### config.mk
export PLATFORM = sky130hd
export DESIGN_NAME = pac_ctrl
export DESIGN_NICKNAME = d
export VERILOG_FILES = /design/src/design/pac_pkg.sv /design/src/design/pac_ctrl.sv
export VERILOG_INCLUDE_DIRS = /design/src /design/src/design
export SDC_FILE = /design/constraint.sdc
export NUM_CORES = 1
export LEC_CHECK = 0
export BUFFER_PORTS_ARGS = -buffer_cell sky130_fd_sc_hd__buf_2
export CAP_MARGIN = 30
export CORE_MARGIN = 2
export CORE_UTILIZATION = 51
export DETAILED_ROUTE_END_ITERATION = 12
export GPL_ROUTABILITY_DRIVEN = 0
export PLACE_DENSITY = 0.89
export SYNTH_ARGS = -nofsm -noshare
export SYNTH_HDL_FRONTEND = slang
export SYNTH_SLANG_ARGS = --single-unit
### constraint.sdc
create_clock -name clk -period 2.55 [get_ports clk]
set_clock_uncertainty 0.15 [all_clocks]
set_input_delay 0.255 -clock clk [delete_from_list [all_inputs] [get_ports clk]]
set_output_delay 0.255 -clock clk [all_outputs]
set_load 0.01 [all_outputs]
### src/design/polygon_area_centroid_defines.svh
// ---------------------------------------------------------------------------
// polygon_area_centroid assertion macros
// Concurrent assertion helpers; empty under synthesis.
// ---------------------------------------------------------------------------
`ifndef POLYGON_AREA_CENTROID_DEFINES_SVH
`define POLYGON_AREA_CENTROID_DEFINES_SVH

`ifndef SYNTHESIS
// same-cycle implication
`define PAC_ASSERT_IMP(label, clk, rst_n, ante, cons) \
  label: assert property (@(posedge clk) disable iff (!rst_n) (ante) |-> (cons)) \
    else $error("pac assertion failed");
// next-cycle implication
`define PAC_ASSERT_NXT(label, clk, rst_n, ante, cons) \
  label: assert property (@(posedge clk) disable iff (!rst_n) (ante) |=> (cons)) \
    else $error("pac assertion failed");
`else
`define PAC_ASSERT_IMP(label, clk, rst_n, ante, cons)
`define PAC_ASSERT_NXT(label, clk, rst_n, ante, cons)
`endif

`endif

### src/design/pac_pkg.sv
// ---------------------------------------------------------------------------
// pac_pkg
// Shared widths, defaults and controller/datapath command and status types.
// ---------------------------------------------------------------------------
`timescale 1ns / 1ps

package pac_pkg;

  localparam int COORD_W = 16;
  localparam int AREA_W  = 45;
  localparam int MOM_W   = 61;

  localparam int DEF_COORD_BITS   = 16;
  localparam int DEF_MAX_VERTICES = 4096;

  typedef struct packed {
    logic load_in;
    logic set_first;
    logic upd_prev;
    logic set_over;
    logic sel_close;
    logic mul_a;
    logic cross_sub;
    logic mul_b;
    logic acc_m;
    logic div_start;
    logic div_sel_y;
    logic out_load;
  } pac_cmd_t;

  typedef struct packed {
    logic count_zero;
    logic count_full;
    logic last;
    logic div_done;
  } pac_status_t;

endpackage

### src/design/pac_ctrl.sv
// ---------------------------------------------------------------------------
// pac_ctrl
// Sequencer: vertex intake, edge multiply-accumulate steps, ring closing,
// the two centroid divides and the result handoff.
// ---------------------------------------------------------------------------
`timescale 1ns / 1ps
`include "polygon_area_centroid_defines.svh"

module pac_ctrl (
  input  logic                  clk,
  input  logic                  rst_n,
  input  logic                  in_valid_i,
  output logic                  in_ready_o,
  output logic                  out_valid_o,
  input  logic                  out_ready_i,
  input  pac_pkg::pac_status_t  status_i,
  output pac_pkg::pac_cmd_t     cmd_o
);

  typedef enum logic [10:0] {
    S_IDLE   = 11'b00000000001,
    S_DECIDE = 11'b00000000010,
    S_MUL1   = 11'b00000000100,
    S_CROSS  = 11'b00000001000,
    S_MUL2   = 11'b00000010000,
    S_ACC    = 11'b00000100000,
    S_DSX    = 11'b00001000000,
    S_DWX    = 11'b00010000000,
    S_DSY    = 11'b00100000000,
    S_DWY    = 11'b01000000000,
    S_EMIT   = 11'b10000000000
  } pac_state_t;

  pac_state_t state_r, state_nxt;
  logic       close_r, close_nxt;
  logic       out_valid_r, out_valid_nxt;

  always_comb begin
    state_nxt  = state_r;
    close_nxt  = close_r;
    cmd_o      = '0;
    in_ready_o = 1'b0;
    unique case (state_r)
      S_IDLE: begin
        in_ready_o = 1'b1;
        if (in_valid_i) begin
          cmd_o.load_in = 1'b1;
          state_nxt     = S_DECIDE;
        end
      end
      S_DECIDE: begin
        priority if (status_i.count_full) begin
          cmd_o.set_over = 1'b1;
          close_nxt      = 1'b1;
          state_nxt      = status_i.last ? S_MUL1 : S_IDLE;
        end else if (status_i.count_zero) begin
          cmd_o.set_first = 1'b1;
          close_nxt       = 1'b1;
          state_nxt       = status_i.last ? S_MUL1 : S_IDLE;
        end else begin
          close_nxt = 1'b0;
          state_nxt = S_MUL1;
        end
      end
      S_MUL1: begin
        cmd_o.mul_a     = 1'b1;
        cmd_o.sel_close = close_r;
        state_nxt       = S_CROSS;
      end
      S_CROSS: begin
        cmd_o.cross_sub = 1'b1;
        state_nxt       = S_MUL2;
      end
      S_MUL2: begin
        cmd_o.mul_b = 1'b1;
        state_nxt   = S_ACC;
      end
      S_ACC: begin
        cmd_o.acc_m = 1'b1;
        if (close_r) begin
          state_nxt = S_DSX;
        end else begin
          cmd_o.upd_prev = 1'b1;
          close_nxt      = 1'b1;
          state_nxt      = status_i.last ? S_MUL1 : S_IDLE;
        end
      end
      S_DSX: begin
        cmd_o.div_start = 1'b1;
        state_nxt       = S_DWX;
      end
      S_DWX: begin
        if (status_i.div_done) begin
          state_nxt = S_DSY;
        end
      end
      S_DSY: begin
        cmd_o.div_start = 1'b1;
        cmd_o.div_sel_y = 1'b1;
        state_nxt       = S_DWY;
      end
      S_DWY: begin
        cmd_o.div_sel_y = 1'b1;
        if (status_i.div_done) begin
          state_nxt = S_EMIT;
        end
      end
      S_EMIT: begin
        if (!out_valid_r || out_ready_i) begin
          cmd_o.out_load = 1'b1;
          state_nxt      = S_IDLE;
        end
      end
      default: state_nxt = S_IDLE;
    endcase
  end

  always_comb begin
    priority if (cmd_o.out_load) begin
      out_valid_nxt = 1'b1;
    end else if (out_ready_i) begin
      out_valid_nxt = 1'b0;
    end else begin
      out_valid_nxt = out_valid_r;
    end
  end

  always_ff @(posedge clk) begin
    if (!rst_n) begin
      state_r     <= S_IDLE;
      close_r     <= 1'b0;
      out_valid_r <= 1'b0;
    end else begin
      state_r     <= state_nxt;
      close_r     <= close_nxt;
      out_valid_r <= out_valid_nxt;
    end
  end

  assign out_valid_o = out_valid_r;

  `PAC_ASSERT_NXT(a_accept_decide, clk, rst_n, in_valid_i && in_ready_o, state_r == S_DECIDE)
  `PAC_ASSERT_IMP(a_done_in_wait, clk, rst_n, status_i.div_done, state_r == S_DWX || state_r == S_DWY)
  `PAC_ASSERT_NXT(a_load_valid, clk, rst_n, cmd_o.out_load, out_valid_r)
  `PAC_ASSERT_NXT(a_div_no_done, clk, rst_n, cmd_o.div_start, !status_i.div_done)

endmodule

# Word-level counts from Yosys, hierarchy flattened
# Cells that the tools add are included.
dict set report totals {
  ff_bits 13
  input_bits 8
  output_inout_bits 14
  wordCells 56
}
dict set report op_classes {
  eq_ne 15
  muxes 31
  reduce_logical 7
}
# operator count
set ops {}
lappend ops {{case mux 11 bit (11 select lines)} 1}
lappend ops {{two-way mux 11 bit} 4}
lappend ops {{two-way mux 1 bit} 20}
lappend ops {{equality test 11 x 1 -> 1 bit (second input constant)} 1}
lappend ops {{equality test 11 x 10 -> 1 bit (second input constant)} 1}
lappend ops {{equality test 11 bit (second input constant)} 1}
lappend ops {{equality test 11 x 2 -> 1 bit (second input constant)} 1}
lappend ops {{equality test 11 x 3 -> 1 bit (second input constant)} 1}
lappend ops {{equality test 11 x 4 -> 1 bit (second input constant)} 1}
lappend ops {{equality test 11 x 5 -> 1 bit (second input constant)} 1}
lappend ops {{equality test 11 x 6 -> 1 bit (second input constant)} 1}
lappend ops {{equality test 11 x 7 -> 1 bit (second input constant)} 1}
lappend ops {{equality test 11 x 8 -> 1 bit (second input constant)} 1}
lappend ops {{equality test 11 x 9 -> 1 bit (second input constant)} 1}
lappend ops {{two-way mux 3 bit} 3}
lappend ops {{!= test 2 bit (second input constant)} 4}
lappend ops {{two-way mux 7 bit} 1}
lappend ops {{AND reduction 4 bit} 1}
lappend ops {{nonzero test 2 bit} 2}
lappend ops {{OR reduction 2 bit} 2}
lappend ops {{two-way mux 2 bit} 1}
lappend ops {{case mux 1 bit (2 select lines)} 1}
lappend ops {{zero test 1 bit} 1}
lappend ops {{logical OR 1 bit} 1}

# Depth between registers and ports, before layout
dict set report depth {
  depth_word 5
  ltp_mapped 7
  depth_no_buf 5
}

# Worst setup path before layout
# OpenSTA, ideal clock, no wires.
dict set report synth_path {
  kind {register to output}
  start {reg state_r[9]}
  end {out cmd_o[7] (netlist bit)}
  arrival_ps 1998
  required_time_ps 2145
  path_slack_ps 147
  stages_incl_launch_ff 8
  n_path_buf 2
  cell_sequence {dfxtp_1 -> buf_6 -> or4_4 -> buf_6 -> nor3_1 -> nand2_1 -> nor3b_1 -> and2_1}
}
# element line
set synth_lines {}
lappend synth_lines {{start, declared} pac_ctrl.sv:34} ;# pac_state_t state_r, state_nxt;
lappend synth_lines {{start signal, assigned} pac_ctrl.sv:134} ;# state_r <= state_nxt;
lappend synth_lines {{end, declared} pac_ctrl.sv:17} ;# output pac_pkg::pac_cmd_t cmd_o

==> flow_summary.ini <==
[global_routing]
global_route.usage.total = 0.2085
grt_start_max_net_pins = 12
antenna_found_initial = 0
grt_first_pass_wirelength_mm = 3.049
grt_overflow_total = 0
grt_pass1_vias = 700

[yosys]
synthesis.area_per_instance_um2 = 8.602
ys_async_sr_fraction = 0
synth-warning-count = 0
synth_top_family_by_area = simple AND/OR/NAND/NOR gates
synth-simple-area-share = 0.4070
synth_compound_area_frac = 0.1580
syn_area_um2 = 894.6
synth.net_count = 112
synth_sequential_area_ratio = 0.2909
synth.lib_cells_used.distinct = 43
synth-edff-count = 0
synth-xor-area-share = 0.04895
synth-adder-area-share = 0
netlist_instances = 104
synth_mux_area_frac = 0.01119
ys_seq_elements = 13
ys.flop_type = sky130_fd_sc_hd__dfxtp_1

[power]
power_consumption_mw = 0.5028
internal_power_mw = 0.3393
share_seq_of_total_power = 0.445
power_per_cell_area_nw_per_um2 = 477.8
total_leakage_power_nw = 0.4906
vdd_drop_max_mv = 0.2320
combPwrFrac = 0.278
switching_power_mw = 0.1635
net_switching_share_of_the_total_power = 0.3251
clock_power_share = 0.277

[drt]
antenna_left = 0
post_drt_via_cell_ratio = 5.754
routed-via-count = 817
drc = 0
detail_route.first_pass.iterations = 4
detailedRoute.firstIterationViolations = 11
routed_wirelength_mm = 1.989
detail_route.wl_per_cell_um = 14.01

[clock_network]
worstSkewPairLatency_ps = 300
clock_sinks = 13
clock_path_buffers = 2
clk_pin_slew_ps = 90
root_buffer = sky130_fd_sc_hd__clkbuf_4
number_of_buffers_inserted_during_clock_tree_synthesis = 3
clock_tree.htree_level_count = 1
cts_tree = done
post_cts_hold_buffer_count = 0

[cells_and_area]
finalNetCount = 134
antenna_cells_inserted = 0
layout_area_overhead_pct = 17.62
final_cells = 142
final.fill_count = 142
fin_util = 0.6230
final_layout_size_suffix_gt1_frac = 0.4320

[worst_setup_path]
critical_path_arrival_ps = 2120
path_class = flip-flop to output pin
r2r.worst_path.cells = 5
critPathMaxFanout = 8
worst_r2r_dst = state_r[8]
timing.critical_path.to_type = output pin
crit-reg2reg-launch = state_r[6]
cp_data_required_time_ps = 2140
critical_path.startpoint_type = flip-flop
r2r_setup_slk_ps = 320

[outcome]
run_status = finished, final reports clean

[placed_design]
numPortBuffers = 21
place.detailed.hpwl_mm = 1.508
dp_cells = 137

[worst_hold_path]
timing.hold.worst.start = status_i[1]
hold_class = input port to flip-flop
timing.hold.worst_path_depth = 3
whs_endpoint = state_r[2]

[timing]
period_needed_ps = 2526
timing_worst_slew_pin_value_ps = 487.6
max-slew-margin-rel = 0.6723
setup_repair_after_global_routing_missed_its_margin = yes
finalSetupViolCount = 0
tns_ps = 0
layout_worst_path_cycle_share = 0.9904
timing_hold_violations_final = 0
achievable-frequency_ghz = 0.3960
slew_violations = 0

[job]
timing.max_cap.violations = 0

[floorplanning]
placeableCoreArea_um2 = 1689
floorplan.rows = 15
start_util = 0.5296
die_y_um = 45.88
boundaryPins = 22
die_x_um = 45.88
dieArea_um2 = 2105
-- state kept, by name, summed over array words and instances (netlist names) --
signal,count
state_r,11
out_valid_o,1
close_r,1
-- kinds of logic after synthesis --
group | Yosys count
AOI/OAI and AO/OA | 19
xor gates and xnor gates | 5
buffers and inverters | 12
DFF | 13
muxes | 1
and+or+nand+nor | 54
-- timing repair --
action | CTS | global route
gates resized for setup | 5 | 9
buffers inserted | 0 | 1
pin swaps | 0 | 3
endpoints found under the setup margin | 6 | 6
gates cloned | 0 | 0
-- area by class of cell --
class / count / area [µm²] / area share
Tap cell: 17 / 21.27 / 0.02021
Inverter: 6 / 22.52 / 0.02140
Timing Repair Buffer: 23 / 126.4 / 0.1201
Clock buffer: 3 / 22.52 / 0.02140
Clock inverter: 1 / 5.005 / 0.004756
Sequential cell: 13 / 267.8 / 0.2545
Multi-Input combinational cell: 79 / 586.8 / 0.5577
-- power by group through the flow --
stage	clock network (mW)	registers (mW)	logic, mW
after floorplan	0	0.225	0.0894
after global placement	0	0.226	0.118
after detailed placement	0	0.228	0.126
after CTS	0.139	0.224	0.130
after global routing	0.151	0.226	0.152
final	0.139	0.224	0.140
-- placed cells by master (no fill, tap or decap), drive strengths merged, types with 3 or more instances in the layout --
cell type  count
xnor2          3
clkbuf         3
o21ai          6
nor3b          3
or3            3
nor4           3
inv            6
nor3           7
or4            5
nand2b         5
dfxtp         13
and2           7
buf           23
nand2          3
nor2           6
-- through the flow --
| step | worst slack, ps | hold slack (ps) | cell area (µm²) |
|---|---|---|---|
| after floorplan | 146.7 | 222.8 | 894.6 |
| after CTS | -28.90 | 87.19 | 1018 |
| after detailed placement | 171.0 | 374.1 | 975.9 |
| final | 24.48 | 88.79 | 1052 |
| after global placement | 231.9 | 373.7 | 975.9 |
| after global routing | -79.80 | 90.68 | 1052 |
-- worst max-delay path, stage by stage (launching register included) --
cell and delay [ps]:
sky130_fd_sc_hd__dfxtp_4 380, sky130_fd_sc_hd__or4_4 590, sky130_fd_sc_hd__nor4_2 500, sky130_fd_sc_hd__and3b_1 230, sky130_fd_sc_hd__buf_2 120
-- worst max path at each step --
stage | startpoint | to | slack [ps]
after floorplan | state_r[9] | cmd_o[7] | 150
after global placement | state_r[6] | cmd_o[7] | 230
after detailed placement | state_r[6] | cmd_o[7] | 170
after CTS | state_r[6] | cmd_o[11] | -30
after global routing | state_r[6] | cmd_o[10] | -80
final | state_r[6] | cmd_o[10] | 20
-- routing by layer --
metal | global-route usage | routed length, µm
met1 | 0.2405 | 882
met2 | 0.3444 | 1013
met3 | 0.03968 | 47
met4 | 0.1371 | 46
met5 | 0 | 0
-- Yosys cell counts, types with 2 or more instances --
cell type,count,share of area
sky130_fd_sc_hd__and3_1,2,0.014
sky130_fd_sc_hd__and2_1,7,0.049
sky130_fd_sc_hd__or4_4,4,0.050
sky130_fd_sc_hd__nand2b_1,5,0.035
sky130_fd_sc_hd__nor4_1,2,0.014
sky130_fd_sc_hd__xor2_1,2,0.020
sky130_fd_sc_hd__xnor2_1,3,0.029
sky130_fd_sc_hd__buf_4,2,0.017
sky130_fd_sc_hd__buf_6,3,0.038
sky130_fd_sc_hd__or3_1,2,0.014
sky130_fd_sc_hd__o21a_1,2,0.017
sky130_fd_sc_hd__or2b_2,2,0.020
sky130_fd_sc_hd__o21ai_0,4,0.022
sky130_fd_sc_hd__inv_1,6,0.025
sky130_fd_sc_hd__or2_2,2,0.014
sky130_fd_sc_hd__nor2_1,6,0.025
sky130_fd_sc_hd__dfxtp_1,13,0.29
sky130_fd_sc_hd__nor3_1,7,0.039
sky130_fd_sc_hd__nor3b_1,3,0.025
sky130_fd_sc_hd__nand2_1,3,0.013
sky130_fd_sc_hd__a21boi_1,2,0.017
No activity file was read; power rests on OpenSTA's default activity.
